**src/hw/rtl/ble_pkg.sv**
```systemverilog
`timescale 1ns / 1ps
// ----------------------------------------------------------------------------
// ble_pkg
// Shared command codes and controller/datapath bundles for the list engine.
// ----------------------------------------------------------------------------
package ble_pkg;

    // list operation codes
    typedef enum logic [2:0] {
        F_APPEND  = 3'd0,
        F_POP     = 3'd1,
        F_INSERT  = 3'd2,
        F_REMOVE  = 3'd3,
        F_REVERSE = 3'd4,
        F_SORT    = 3'd5,
        F_COUNT   = 3'd6,
        F_FIND    = 3'd7
    } t_func;

    // memory address sources
    typedef enum logic [3:0] {
        A_I, A_IM1, A_IP1, A_J, A_JM1, A_JP1, A_LEN, A_LENM1, A_POS
    } t_asel;

    // write data sources
    typedef enum logic [1:0] {
        D_VAL, D_RDATA, D_A
    } t_dsel;

    // index register updates
    typedef enum logic [2:0] {
        X_HOLD, X_ZERO, X_LEN, X_INC, X_DEC
    } t_xop;

    // length register updates
    typedef enum logic [1:0] {
        L_HOLD, L_INC, L_DEC
    } t_lop;

    // result register updates
    typedef enum logic [2:0] {
        R_HOLD, R_FAIL, R_RDATA, R_INC, R_IDX
    } t_rop;

    localparam logic [31:0] FAIL_WORD = 32'hFFFF_FFFF;

    // controller to datapath
    typedef struct packed {
        logic  load;
        logic  rd_en;
        t_asel rd_sel;
        logic  wr_en;
        t_asel wr_sel;
        t_dsel wd_sel;
        logic  ld_a;
        t_xop  i_op;
        t_xop  j_op;
        t_lop  len_op;
        t_rop  res_op;
        logic  out_load;
    } t_cmd;

    // datapath to controller
    typedef struct packed {
        t_func func;
        logic  full;
        logic  empty;
        logic  pos_bad;
        logic  i_gt_pos;
        logic  i_lt_len;
        logic  ip1_lt_len;
        logic  ip1_lt_j;
        logic  inner_more;
        logic  eq;
        logic  gt;
        logic  out_busy;
    } t_sts;

endpackage

```
**src/hw/rtl/ble_ctrl.sv**
```systemverilog
`timescale 1ns / 1ps
// ----------------------------------------------------------------------------
// ble_ctrl
// Sequencer that walks each list operation through the datapath.
// ----------------------------------------------------------------------------
module ble_ctrl import ble_pkg::*; (
    input  logic i_clk,
    input  logic i_rst_n,
    input  logic i_valid,
    output logic o_stall,
    input  t_sts i_sts,
    output t_cmd o_cmd
);

    typedef enum logic [17:0] {
        S_IDLE  = 18'h00001,
        S_EXEC  = 18'h00002,
        S_POPW  = 18'h00004,
        S_INS   = 18'h00008,
        S_INSW  = 18'h00010,
        S_SCAN  = 18'h00020,
        S_CHK   = 18'h00040,
        S_RM    = 18'h00080,
        S_RMW   = 18'h00100,
        S_RV    = 18'h00200,
        S_RVB   = 18'h00400,
        S_RVW   = 18'h00800,
        S_RVW2  = 18'h01000,
        S_SOP   = 18'h02000,
        S_SO    = 18'h04000,
        S_SOB   = 18'h08000,
        S_SOC   = 18'h10000,
        S_SOW   = 18'h20000
    } t_state;

    t_state r_state, n_state;
    logic   r_done, n_done;

    assign o_stall = (r_state != S_IDLE) || r_done;

    // next state and commands
    always_comb begin
        n_state = r_state;
        n_done  = r_done;
        o_cmd   = '{load: 1'b0, rd_en: 1'b0, rd_sel: A_I, wr_en: 1'b0, wr_sel: A_I,
                    wd_sel: D_VAL, ld_a: 1'b0, i_op: X_HOLD, j_op: X_HOLD,
                    len_op: L_HOLD, res_op: R_HOLD, out_load: 1'b0};
        case (r_state)
            S_IDLE: begin
                // hand the finished word to the output register
                if (r_done) begin
                    if (!i_sts.out_busy) begin
                        o_cmd.out_load = 1'b1;
                        n_done         = 1'b0;
                    end
                end else if (i_valid) begin
                    o_cmd.load = 1'b1;
                    n_state    = S_EXEC;
                end
            end
            S_EXEC: begin
                n_state = S_IDLE;
                n_done  = 1'b1;
                case (i_sts.func)
                    F_APPEND: begin
                        if (i_sts.full) begin
                            o_cmd.res_op = R_FAIL;
                        end else begin
                            o_cmd.wr_en  = 1'b1;
                            o_cmd.wr_sel = A_LEN;
                            o_cmd.len_op = L_INC;
                        end
                    end
                    F_POP: begin
                        if (i_sts.empty) begin
                            o_cmd.res_op = R_FAIL;
                        end else begin
                            o_cmd.rd_en  = 1'b1;
                            o_cmd.rd_sel = A_LENM1;
                            o_cmd.len_op = L_DEC;
                            n_state      = S_POPW;
                            n_done       = 1'b0;
                        end
                    end
                    F_INSERT: begin
                        if (i_sts.full || i_sts.pos_bad) begin
                            o_cmd.res_op = R_FAIL;
                        end else begin
                            o_cmd.i_op = X_LEN;
                            n_state    = S_INS;
                            n_done     = 1'b0;
                        end
                    end
                    F_REVERSE: begin
                        o_cmd.i_op = X_ZERO;
                        o_cmd.j_op = X_LEN;
                        n_state    = S_RV;
                        n_done     = 1'b0;
                    end
                    F_SORT: begin
                        o_cmd.i_op = X_ZERO;
                        n_state    = S_SOP;
                        n_done     = 1'b0;
                    end
                    default: begin
                        o_cmd.i_op = X_ZERO;
                        n_state    = S_SCAN;
                        n_done     = 1'b0;
                    end
                endcase
            end
            S_POPW: begin
                o_cmd.res_op = R_RDATA;
                n_state      = S_IDLE;
                n_done       = 1'b1;
            end
            // insert: shift tail up from the end, then place the value
            S_INS: begin
                if (i_sts.i_gt_pos) begin
                    o_cmd.rd_en  = 1'b1;
                    o_cmd.rd_sel = A_IM1;
                    n_state      = S_INSW;
                end else begin
                    o_cmd.wr_en  = 1'b1;
                    o_cmd.wr_sel = A_POS;
                    o_cmd.len_op = L_INC;
                    n_state      = S_IDLE;
                    n_done       = 1'b1;
                end
            end
            S_INSW: begin
                o_cmd.wr_en  = 1'b1;
                o_cmd.wr_sel = A_I;
                o_cmd.wd_sel = D_RDATA;
                o_cmd.i_op   = X_DEC;
                n_state      = S_INS;
            end
            // linear scan for remove, count and find
            S_SCAN: begin
                if (i_sts.i_lt_len) begin
                    o_cmd.rd_en  = 1'b1;
                    o_cmd.rd_sel = A_I;
                    n_state      = S_CHK;
                end else begin
                    if (i_sts.func != F_COUNT) begin
                        o_cmd.res_op = R_FAIL;
                    end
                    n_state = S_IDLE;
                    n_done  = 1'b1;
                end
            end
            S_CHK: begin
                n_state    = S_SCAN;
                o_cmd.i_op = X_INC;
                if (i_sts.eq) begin
                    case (i_sts.func)
                        F_COUNT: o_cmd.res_op = R_INC;
                        F_FIND: begin
                            o_cmd.res_op = R_IDX;
                            o_cmd.i_op   = X_HOLD;
                            n_state      = S_IDLE;
                            n_done       = 1'b1;
                        end
                        default: begin
                            o_cmd.i_op = X_HOLD;
                            n_state    = S_RM;
                        end
                    endcase
                end
            end
            // remove: shift later entries down
            S_RM: begin
                if (i_sts.ip1_lt_len) begin
                    o_cmd.rd_en  = 1'b1;
                    o_cmd.rd_sel = A_IP1;
                    n_state      = S_RMW;
                end else begin
                    o_cmd.len_op = L_DEC;
                    n_state      = S_IDLE;
                    n_done       = 1'b1;
                end
            end
            S_RMW: begin
                o_cmd.wr_en  = 1'b1;
                o_cmd.wr_sel = A_I;
                o_cmd.wd_sel = D_RDATA;
                o_cmd.i_op   = X_INC;
                n_state      = S_RM;
            end
            // reverse: swap entry i with entry j-1, walking inward
            S_RV: begin
                if (i_sts.ip1_lt_j) begin
                    o_cmd.rd_en  = 1'b1;
                    o_cmd.rd_sel = A_I;
                    n_state      = S_RVB;
                end else begin
                    n_state = S_IDLE;
                    n_done  = 1'b1;
                end
            end
            S_RVB: begin
                o_cmd.ld_a   = 1'b1;
                o_cmd.rd_en  = 1'b1;
                o_cmd.rd_sel = A_JM1;
                n_state      = S_RVW;
            end
            S_RVW: begin
                o_cmd.wr_en  = 1'b1;
                o_cmd.wr_sel = A_I;
                o_cmd.wd_sel = D_RDATA;
                n_state      = S_RVW2;
            end
            S_RVW2: begin
                o_cmd.wr_en  = 1'b1;
                o_cmd.wr_sel = A_JM1;
                o_cmd.wd_sel = D_A;
                o_cmd.i_op   = X_INC;
                o_cmd.j_op   = X_DEC;
                n_state      = S_RV;
            end
            // bubble sort: i counts passes, j walks the unsorted part
            S_SOP: begin
                if (i_sts.ip1_lt_len) begin
                    o_cmd.j_op = X_ZERO;
                    n_state    = S_SO;
                end else begin
                    n_state = S_IDLE;
                    n_done  = 1'b1;
                end
            end
            S_SO: begin
                if (i_sts.inner_more) begin
                    o_cmd.rd_en  = 1'b1;
                    o_cmd.rd_sel = A_J;
                    n_state      = S_SOB;
                end else begin
                    o_cmd.i_op = X_INC;
                    n_state    = S_SOP;
                end
            end
            S_SOB: begin
                o_cmd.ld_a   = 1'b1;
                o_cmd.rd_en  = 1'b1;
                o_cmd.rd_sel = A_JP1;
                n_state      = S_SOC;
            end
            // out of order pair: lower slot takes entry j+1 first
            S_SOC: begin
                if (i_sts.gt) begin
                    o_cmd.wr_en  = 1'b1;
                    o_cmd.wr_sel = A_J;
                    o_cmd.wd_sel = D_RDATA;
                    n_state      = S_SOW;
                end else begin
                    o_cmd.j_op = X_INC;
                    n_state    = S_SO;
                end
            end
            // upper slot takes the saved entry j
            S_SOW: begin
                o_cmd.wr_en  = 1'b1;
                o_cmd.wr_sel = A_JP1;
                o_cmd.wd_sel = D_A;
                o_cmd.j_op   = X_INC;
                n_state      = S_SO;
            end
            default: begin
                n_state = S_IDLE;
                n_done  = 1'b0;
            end
        endcase
    end

    always_ff @(posedge i_clk) begin
        if (!i_rst_n) begin
            r_state <= S_IDLE;
            r_done  <= 1'b0;
        end else begin
            r_state <= n_state;
            r_done  <= n_done;
        end
    end

`ifndef SYNTHESIS
    a_accept: assert property (@(posedge i_clk) disable iff (!i_rst_n)
        (i_valid && !o_stall) |=> (r_state == S_EXEC))
        else $error("accepted word not dispatched");
    a_idle_wr: assert property (@(posedge i_clk) disable iff (!i_rst_n)
        (r_state == S_IDLE) |-> !o_cmd.wr_en)
        else $error("memory write while idle");
    a_done_idle: assert property (@(posedge i_clk) disable iff (!i_rst_n)
        r_done |-> (r_state == S_IDLE))
        else $error("finished word outside idle");
`endif

endmodule

```
**config.mk**
```make
export PLATFORM = sky130hd
export DESIGN_NAME = ble_ctrl
export DESIGN_NICKNAME = d
export VERILOG_FILES = /design/src/hw/rtl/ble_pkg.sv /design/src/hw/rtl/ble_ctrl.sv
export SDC_FILE = /design/constraint.sdc
export NUM_CORES = 1
export LEC_CHECK = 0
export ABC_CLOCK_PERIOD_IN_PS = 2430
export BUFFER_PORTS_ARGS = -buffer_cell sky130_fd_sc_hd__buf_2
export CORE_ASPECT_RATIO = 2
export CORE_UTILIZATION = 52
export DETAILED_ROUTE_END_ITERATION = 10
export MAX_ROUTING_LAYER = met4
export PLACE_DENSITY = 0.8
export SYNTH_ARGS = -nofsm -noshare
export SYNTH_HDL_FRONTEND = slang
export SYNTH_SLANG_ARGS = --single-unit
export TNS_END_PERCENT = 30
```
**constraint.sdc**
```tcl
create_clock -name i_clk -period 2.43 [get_ports i_clk]
set_input_delay 0.1215 -clock i_clk [delete_from_list [all_inputs] [get_ports i_clk]]
set_output_delay 0.1215 -clock i_clk [all_outputs]
set_load 0.05 [all_outputs]
```
== Word level (Yosys, flattened, before mapping) ==
Index checks and enable logic that the tools add are counted.

* Flip-flop bits (word level): 19
* Bits of input ports: 17

* Eq/ne operators: 34
* Multiplexer cells: 73
* Bitwise gates (word level): 1
* Reductions and logical operators: 12

{| class="wikitable"
|+ Operators with widths
! operator !! number
|-
| 18-bit case mux with 17 select lines || 1
|-
| 14-bit case mux with 5 select lines || 1
|-
| 5-bit 2-to-1 mux || 11
|-
| 18-bit 2-to-1 mux || 3
|-
| 5-bit case mux with 8 select lines || 1
|-
| 3-bit case mux with 5 select lines || 2
|-
| 5-bit case mux with 6 select lines || 1
|-
| 1-bit 2-to-1 mux || 25
|-
| 18-bit by 1-bit == test with 1-bit output (second input constant) || 1
|-
| 18-bit by 10-bit == test with 1-bit output (second input constant) || 1
|-
| 18-bit by 11-bit == test with 1-bit output (second input constant) || 1
|-
| 18-bit by 12-bit == test with 1-bit output (second input constant) || 1
|-
| 18-bit by 13-bit == test with 1-bit output (second input constant) || 1
|-
| 18-bit by 14-bit == test with 1-bit output (second input constant) || 1
|-
| 18-bit by 15-bit == test with 1-bit output (second input constant) || 1
|-
| 18-bit by 16-bit == test with 1-bit output (second input constant) || 1
|-
| 18-bit by 17-bit == test with 1-bit output (second input constant) || 1
|-
| 18-bit == test (second input constant) || 1
|-
| 18-bit by 2-bit == test with 1-bit output (second input constant) || 1
|-
| 18-bit by 3-bit == test with 1-bit output (second input constant) || 1
|-
| 18-bit by 4-bit == test with 1-bit output (second input constant) || 1
|-
| 18-bit by 5-bit == test with 1-bit output (second input constant) || 1
|-
| 18-bit by 6-bit == test with 1-bit output (second input constant) || 1
|-
| 18-bit by 7-bit == test with 1-bit output (second input constant) || 1
|-
| 34 further kinds || 59
|}

== Longest topological paths before layout ==
Gate-level depths: netlist of the first run.

* Depth in word-level cells: 4
* Mapped depth: 8
* Mapped depth without buffers: 6

== Worst setup path before layout of the first run ==
Ideal clock, no wire load.

* Path kind: register -> output
* Start: reg r_state[6]
* End: out o_cmd[17] in the netlist's numbering
* Arrival: 2.835 ns
* Required time: 2.309 ns
* Path slack: -0.527 ns
* Cell stages (with the launch flop): 8
* Path buffers: 1
* Path through: dfxtp_1 -> clkbuf_1 -> or4_4 -> nor2_1 -> and4_1 -> and3_1 -> o21bai_1 -> nand2b_1

{| class="wikitable"
|+ RTL lines
! element !! line !! RTL
|-
| start: declaration || ble_ctrl.sv:36 || <nowiki>t_state r_state, n_state;</nowiki>
|-
| start signal: assignment || ble_ctrl.sv:279 || <nowiki>r_state <= n_state;</nowiki>
|-
| end: declaration || ble_ctrl.sv:12 || <nowiki>output t_cmd o_cmd</nowiki>
|}

==> flow_metrics.py, run 1 <==
metrics = {
    "placement": {
        "place_worst_setup_slack_ns": 0.107,
        "gp_congestion": 0.890,
        "dpl_cell_area_sq_um": 1960,
        "hpwl_microns": 4240,
        "io_buffers": 42,
    },
    "sta": {
        "post-route-period-util": 1.02,
        "hold_viol": 0,
        "rsz0062_at_grt": "yes",
        "fin_skew_ns": 0.00180,
        "slew_headroom": 0.639,
        "final-setup-viol-count": 1,
        "maxSlewViolCount": 0,
        "tightestPinTransition_ns": 0.534,
        "fmax_mhz": 404,
        "setup_ws_ns": -0.0479,
        "min_period_ns": 2.48,
    },
    "hold_path": {
        "min_path_type": "input pin to flop",
        "min_path_cells": 3,
        "whs_endpoint": "r_state[1]",
        "hp-start": "i_rst_n",
    },
    "route": {
        "vias": 1962,
        "drt_iter0_drc": 97,
        "wl_microns": 5570,
        "viasPerCell": 6.25,
        "drcViolationCount": 0,
        "drt_pre_antenna_iters": 4,
        "routed_wire_length_per_instance_microns": 17.7,
        "ant_nets": 0,
    },
    "power": {
        "fin_total_pwr_uw": 827,
        "vdd_drop_max_v": 0.000345,
        "p_leak_uw": 0.00103,
        "power.density_nw_per_um2": 367,
    },
    "synth": {
        "yosys_register_bits": 19,
        "synthCells": 215,
        "async_flop_share": 0,
        "netlist_area_sq_um": 1570,
        "syn_area_per_cell_sq_um": 7.29,
        "yosys_warnings": 0,
        "synth-main-ff-cell": "dfxtp_1",
        "synth_cell_types": 53,
        "synth_edf_count": 0,
        "syn_nets": 232,
        "synth_seq_area_share": 0.243,
    },
    "finish": {
        "drive_gt1_frac": 0.400,
        "diodes": 0,
        "fin_util": 0.803,
        "nets": 303,
        "area_growth_pct": 43.7,
        "fin_area_sq_um": 2250,
        "mostFrequentLayoutCells": "buf_4 (34), buf_2 (32), nor2_1 (27)",
        "final_common_cell": "buf_4",
    },
    "worst_setup_path": {
        "worstPathRequired_ns": 2.31,
        "worstReg2RegStart": "r_state[5]",
        "crit_top_cell": "or4_4",
        "worstPathArrival_ns": 2.36,
        "crit_path_end_kind": "output pin",
        "critPathLaunchType": "flop",
        "ff2ff_setup_slack_ns": 0.04,
        "cp_max_fo": 4,
        "critPathMaxStageDelay_ns": 0.55,
        "rr_endpoint": "r_done",
        "slowest_stage": "or4_4",
        "rr_worst_depth": 8,
        "crit_chain": "or4_4, or4_4, a211oi_4, nand2b_4, or3_4, buf_8",
        "worst-setup-path-type": "flop to output pin",
    },
    "clock_tree": {
        "clk_latency_ns": 0.26,
        "ctsHoldBuffers": 0,
        "cts_buffer_depth": 2,
        "cts_max_level": 1,
        "clkSinkCount": 19,
        "cts_made_buffers": 3,
        "tritoncts": "yes",
        "clk_pin_slew_ns": 0.07,
        "root_buffer": "clkbuf_8",
    },
    "floorplanning": {
        "start_util": 0.559,
        "die_w_microns": 40.8,
        "fp.dieH_microns": 79.7,
        "coreArea_sq_um": 2800,
        "rows": 27,
        "io_pins": 44,
        "fp.dieArea_sq_um": 3250,
    },
    "grt": {
        "grt_pass1_vias": 1863,
        "grt_pass1_wl_microns": 8040,
        "grt_max_degree": 12,
        "antenna_found_initial": 0,
        "grt_usage": 0.366,
        "grt-ovfl-total": 0,
    },
    "flow_run": {
        "drv_cap": 0,
    },
    "outcome": {
        "status": "finished with violations",
        "violations": "negative setup slack",
    },
}
[critical path: cells and delay by family, from the launching register on]
| family | cells | cell delay, ns |
|---|---|---|
| AO/OA/AOI/OAI | 1 | 0.24 |
| buffers and inverters | 1 | 0.13 |
| flip-flops | 1 | 0.37 |
| AND/OR/NAND/NOR | 4 | 1.35 |
[cells in the mapped netlist (all sizes together), types with 2 or more instances]
cell type / number / area [sq um]
a21oi: 7 / 35.0
a31oi: 2 / 12.5
and2: 2 / 12.5
and3: 2 / 12.5
and4: 4 / 35.0
buf: 4 / 25.0
clkbuf: 3 / 11.3
dfxtp: 19 / 380
inv: 10 / 37.5
nand2: 21 / 81.3
nand2b: 10 / 62.6
nand3: 9 / 45.0
nand3b: 4 / 30.0
nand4: 6 / 37.5
nand4b: 3 / 26.3
nand4bb: 4 / 61.3
nor2: 28 / 105
nor2b: 6 / 37.5
nor3: 8 / 40.0
nor3b: 4 / 30.0
nor4: 9 / 81.3
nor4b: 2 / 17.5
o21ai: 12 / 63.8
o22ai: 3 / 18.8
or2: 2 / 12.5
or3: 5 / 31.3
or4: 4 / 33.8
xnor2: 2 / 17.5
xor2: 2 / 17.5
[through the flow]
stage / hold slack, ns / instances / setup TNS [ns]
floorplan: 0.257 / 215 / -0.721
finish: 0.151 / 314 / -0.0479
global placement: 0.415 / 300 / 0
detailed placement: 0.416 / 300 / 0
CTS: 0.147 / 310 / -0.150
global route: 0.160 / 314 / -0.233
[cell type report]
| class | count | area (sq um) |
|---|---|---|
| multi-input cells | 179 | 1250 |
| fillers | 208 | 552 |
| repair buffers | 73 | 490 |
| flip-flops and latches | 19 | 393 |
| clock buffers | 4 | 45.0 |
| inverters | 10 | 37.5 |
| well taps | 29 | 36.3 |
[power by group]
group | internal, uW | switching, uW | total [uW]
clock | 117 | 105 | 222
sequential | 316 | 7.68 | 323
combinational | 113 | 168 | 281
[sequential cells by signal, indices dropped and copies added (netlist names)]
register and cells:
r_state 18, r_done 1
[routing by layer]
metal | share of wire | track usage | routed length, microns
met5 | 0 | - | 0
met4 | 0.060 | 0.240 | 336
met3 | 0.042 | 0.0446 | 235
met2 | 0.55 | 0.636 | 3050
met1 | 0.35 | 0.332 | 1960
[kinds of logic after synthesis]
kind of cell,synth area share
AND/OR/NAND/NOR,0.524
other,0.00239
XOR/XNOR,0.0224
flip-flops,0.243
buffers and inverters,0.0471
multiplexers,0.00638
AO/OA/AOI/OAI,0.155
[how the worst max path moves through the flow]
| stage | from | endpoint | slack (ns) | cells past startpoint |
|---|---|---|---|---|
| 6_report | r_state[5] | o_cmd[19] | -0.05 | 6 |
| 5_1_grt | r_state[5] | o_cmd[19] | -0.09 | 6 |
| 4_1_cts | r_state[5] | o_cmd[19] | -0.05 | 6 |
| 3_5_place_dp | r_state[4] | o_cmd[19] | 0.11 | 6 |
| 3_3_place_gp | r_state[4] | o_cmd[19] | 0.14 | 6 |
| 2_1_floorplan | r_state[6] | o_cmd[9] | -0.30 | 6 |
[repair_timing]
item,4_1_cts,5_1_grt
hold endpoints to repair,0,0
buffers inserted,6,4
setup endpoints to repair,11,18
gates resized for setup,19,32
pin swaps,2,3
No activity file was read; power rests on OpenSTA's default activity.
==> inputs of run 2 (changes only) <==
Settings changed: SKIP_LAST_GASP set to 1.
==> run 2 against run 1 <==
  * The flow still finishes with violations (negative setup slack)
  * Highest routed layer unchanged
  * Routed wire length fell by 2.3%
  * Register-to-register slack gained 0.09 ns
  * Power down 0.44%
  * Die area unchanged
==> flow_metrics.py, run 2 (synthesis gave the netlist of run 1 again) <==
metrics = {
    "grt": {
        "grt_usage": 0.364,
        "grt_max_degree": 12,
        "grt-ovfl-total": 0,
        "antenna_found_initial": 0,
        "grt_pass1_vias": 1872,
        "grt_pass1_wl_microns": 7980,
    },
    "clock_tree": {
        "clkSinkCount": 19,
        "root_buffer": "clkbuf_8",
        "clk_latency_ns": 0.25,
        "cts_made_buffers": 3,
        "tritoncts": "yes",
        "cts_max_level": 1,
        "ctsHoldBuffers": 0,
        "clk_pin_slew_ns": 0.07,
        "cts_buffer_depth": 2,
    },
    "finish": {
        "largest_reg_flops": 18,
        "final_common_cell": "buf_2",
        "reg_top3": "r_state (18), r_done (1)",
        "fill_cells": 215,
        "multi_input_comb_area_sq_um": 1240,
        "drive_gt1_frac": 0.389,
        "diodes": 0,
        "mostFrequentLayoutCells": "buf_2 (35), buf_4 (32), nor2_1 (27)",
        "area_growth_pct": 40.6,
        "top_register": "r_state",
        "seq_area_sq_um": 392,
        "nets": 301,
    },
    "sta": {
        "hold_viol": 0,
        "tightestPinTransition_ns": 0.536,
        "slew_headroom": 0.638,
        "setup_ws_ns": -0.0565,
        "fmax_mhz": 402,
        "maxSlewViolCount": 0,
        "rsz0062_at_grt": "yes",
        "final-setup-viol-count": 2,
        "hold_ws_ns": 0.150,
        "min_period_ns": 2.49,
        "post-route-period-util": 1.02,
        "tns_ns": -0.0775,
        "fin_skew_ns": 0.00111,
    },
    "outcome": {
        "violations": "negative setup slack",
        "status": "finished with violations",
    },
    "worst_setup_path": {
        "crit_path_end_kind": "output pin",
        "critPathLaunchType": "flop",
        "worst-setup-path-type": "flop to output pin",
        "worstPathArrival_ns": 2.37,
        "cp_max_fo": 4,
        "worstPathRequired_ns": 2.31,
    },
    "hold_path": {
        "min_path_type": "input pin to flop",
    },
    "placement": {
        "hpwl_microns": 4240,
        "gp_congestion": 0.890,
        "io_buffers": 42,
    },
    "route": {
        "drt_iter0_drc": 74,
        "viasPerCell": 6.25,
        "drcViolationCount": 0,
        "wl_microns": 5440,
        "ant_nets": 0,
        "drt_pre_antenna_iters": 4,
        "vias": 1949,
        "routed_wire_length_per_instance_microns": 17.4,
    },
    "floorplanning": {
        "start_util": 0.559,
        "rows": 27,
        "coreArea_sq_um": 2800,
        "io_pins": 44,
        "fp.dieH_microns": 79.7,
        "fp.dieArea_sq_um": 3250,
        "die_w_microns": 40.8,
    },
    "power": {
        "power.density_nw_per_um2": 373,
        "p_leak_uw": 0.00101,
        "vdd_drop_max_v": 0.000346,
    },
    "flow_run": {
        "drv_cap": 0,
    },
}
run 2: changes by cell type in the layout (fill, tap and decap cells not counted), sizes merged:
| cell | previous run | this run |
|---|---|---|
| buf | 71 | 69 |
run 2: critical path: stages, from the launching register on:
cell and delay [ns]:
dfxtp_4 0.37, or4_4 0.55, or4_4 0.50, a211oi_4 0.25, nand2b_4 0.17, or3_4 0.13, buf_8 0.13
run 2: final cells by class:
cell class | instances | share of cell area
multi-input cells | 179 | 0.561
repair buffers | 71 | 0.207
flip-flops and latches | 19 | 0.178
clock buffers | 4 | 0.0204
inverters | 10 | 0.0170
well taps | 29 | 0.0165
run 2: layer usage:
layer	track usage	vias up	wire length [microns]
met2	0.627	93	2900
met3	0.0446	42	253
met4	0.257	0	419
met1	0.327	881	1870
li1	-	933	-
met5	-	-	0
run 2: path summary, 6_finish.rpt:
path                                  from          to  slack, ns  cells past startpoint
worst max register to register  r_state[5]      r_done       0.13                      7
worst max-delay path            r_state[5]   o_cmd[19]      -0.06                      6
worst min-delay path               i_rst_n  r_state[1]       0.15                      3
worst min register to register      r_done      r_done       0.50                      2
run 2: power by group:
group | switching [uW] | total, uW | internal (uW)
combinational | 167 | 278 | 111
sequential | 7.86 | 323 | 316
clock | 105 | 221 | 117
run 2: repair_timing:
item / CTS / global route
endpoints found under the setup margin: 11 / 18
setup buffers: 6 / 2
pin swaps: 2 / 5
gates resized for setup: 16 / 23
run 2: stage by stage:
step                total power (uW)  setup WS [ns]  instances  utilization  area [sq um]
finish                           823        -0.0565        312        0.786          2200
global route                     854         -0.115        312        0.786          2200
CTS                              804        -0.0499        310        0.749          2100
detailed placement               587          0.107        300        0.698          1960
global placement                 585          0.139        300        0.698          1960
floorplan                        496         -0.303        215            -          1590
==> inputs of run 3 (changes only) <==
Settings changed: RECOVER_POWER set to 50.
==> run 3 against run 2 <==
  * The flow still finishes with violations (negative setup slack)
  * Final cell count is the same
  * Count of clock-buffer cells in the layout is the same
  * Final area shrank 0.45%
  * Global-route usage is the same
  * Largest cell class unchanged
  * Largest power group unchanged
  * Highest routed layer unchanged
==> flow_metrics.py, run 3 (synthesis gave the netlist of run 1 again) <==
metrics = {
    "outcome": {
        "status": "finished with violations",
        "violations": "negative setup slack",
    },
    "sta": {
        "final-setup-viol-count": 2,
        "min_period_ns": 2.48,
        "hold_ws_ns": 0.146,
        "fmax_mhz": 403,
        "hold_viol": 0,
        "rsz0062_at_grt": "yes",
        "maxSlewViolCount": 0,
        "tightestPinTransition_ns": 0.524,
        "fin_skew_ns": 0.000981,
        "slew_headroom": 0.646,
        "setup_ws_ns": -0.0529,
        "post-route-period-util": 1.02,
    },
    "finish": {
        "final_common_cell": "buf_2",
        "drive_gt1_frac": 0.382,
        "nets": 301,
        "top_register": "r_state",
        "fin_util": 0.783,
        "mostFrequentLayoutCells": "buf_2 (34), buf_4 (30), nor2_1 (27)",
        "reg_top3": "r_state (18), r_done (1)",
        "diodes": 0,
        "largest_reg_flops": 18,
        "multi_input_comb_area_sq_um": 1230,
        "fill_cells": 220,
        "area_growth_pct": 40.0,
        "seq_area_sq_um": 392,
    },
    "floorplanning": {
        "fp.dieH_microns": 79.7,
        "coreArea_sq_um": 2800,
        "fp.dieArea_sq_um": 3250,
        "die_w_microns": 40.8,
        "start_util": 0.559,
        "rows": 27,
        "io_pins": 44,
    },
    "grt": {
        "grt_usage": 0.364,
        "grtUsageMet1": 0.327,
        "met3_usage": 0.0446,
        "grt_util_met2": 0.627,
        "grt_pass1_wl_microns": 7980,
        "grt-busiest-layer": "met2",
        "antenna_found_initial": 0,
        "grt_pass1_vias": 1872,
        "grt_max_degree": 12,
        "grt-ovfl-total": 0,
    },
    "clock_tree": {
        "cts_made_buffers": 3,
        "clk_pin_slew_ns": 0.07,
        "cts_buffer_depth": 2,
        "root_buffer": "clkbuf_8",
        "tritoncts": "yes",
        "clkSinkCount": 19,
        "ctsHoldBuffers": 0,
        "clk_latency_ns": 0.25,
        "cts_max_level": 1,
    },
    "worst_setup_path": {
        "crit_chain": "or4_4, or4_4, a211oi_4, nand2b_4, or3_4, buf_8",
        "crit_top_cell": "or4_4",
        "slowest_stage": "or4_4",
        "crit_path_end_kind": "output pin",
        "critPathMaxStageDelay_ns": 0.55,
        "critPathLaunchType": "flop",
        "worstPathRequired_ns": 2.31,
        "cp_max_fo": 4,
        "worst-setup-path-type": "flop to output pin",
        "worstPathArrival_ns": 2.36,
    },
    "placement": {
        "gp_congestion": 0.890,
        "place_worst_setup_slack_ns": 0.107,
        "io_buffers": 42,
        "hpwl_microns": 4240,
    },
    "power": {
        "fin_total_pwr_uw": 815,
        "vdd_drop_max_v": 0.000340,
        "p_leak_uw": 0.00101,
        "power.density_nw_per_um2": 371,
    },
    "route": {
        "drcViolationCount": 0,
        "viasPerCell": 6.25,
        "ant_nets": 0,
        "drt_pre_antenna_iters": 4,
        "drt_iter0_drc": 98,
        "routed_wire_length_per_instance_microns": 17.3,
        "wl_microns": 5410,
        "vias": 1951,
    },
    "flow_run": {
        "drv_cap": 0,
    },
    "hold_path": {
        "min_path_type": "input pin to flop",
    },
}
==> run 3: changes by cell type in the layout (fill, tap and decap cells not counted), sizes merged <==
| cell | before | now |
|---|---|---|
| buf | 69 | 66 |
| clkbuf | 6 | 9 |
==> run 3: worst paths after layout <==
path,from,end,slack (ns),cells past startpoint
max,r_state[5],o_cmd[19],-0.05,6
min,i_rst_n,r_state[1],0.15,3
max reg2reg,r_state[5],r_done,0.13,7
min reg2reg,r_done,r_done,0.50,2
==> run 3: final cells by class <==
cell class,instances,area share
clock buffers,4,0.0205
inverters,10,0.0171
multi-input cells,179,0.562
flip-flops and latches,19,0.178
well taps,29,0.0165
repair buffers,71,0.205
==> run 3: power breakdown <==
part	internal (uW)	leakage, uW	switching [uW]	total, uW
sequential	316	0.000157	7.85	323
clock	117	0.0000228	103	220
combinational	107	0.000829	164	272
==> run 3: metrics by stage <==
step                area [sq um]  instances  TNS (ns)
finish                      2190        312   -0.0702
CTS                         2100        310    -0.203
global route                2190        312    -0.455
detailed placement          1960        300         0
floorplan                   1590        215    -0.721
global placement            1960        300         0
==> run 3: what timing repair did <==
action                                  4_1_cts  5_1_grt
endpoints found under the setup margin       11       18
resized for setup                            16       23
setup buffers                                 6        2
pin swaps                                     2        5
hold endpoints to repair                      0        0
==> run 3: layer usage <==
layer	routed length, microns	share of wire
met2	2920	0.54
met1	1850	0.34
met5	0	0
met3	235	0.043
met4	405	0.075
==> run 3: worst max-delay path, delay by kind of cell, from the launching register on <==
family / cells / cell delay (ns)
AND/OR/NAND/NOR: 4 / 1.35
AO/OA/AOI/OAI: 1 / 0.25
buffers and inverters: 1 / 0.13
flip-flops: 1 / 0.36
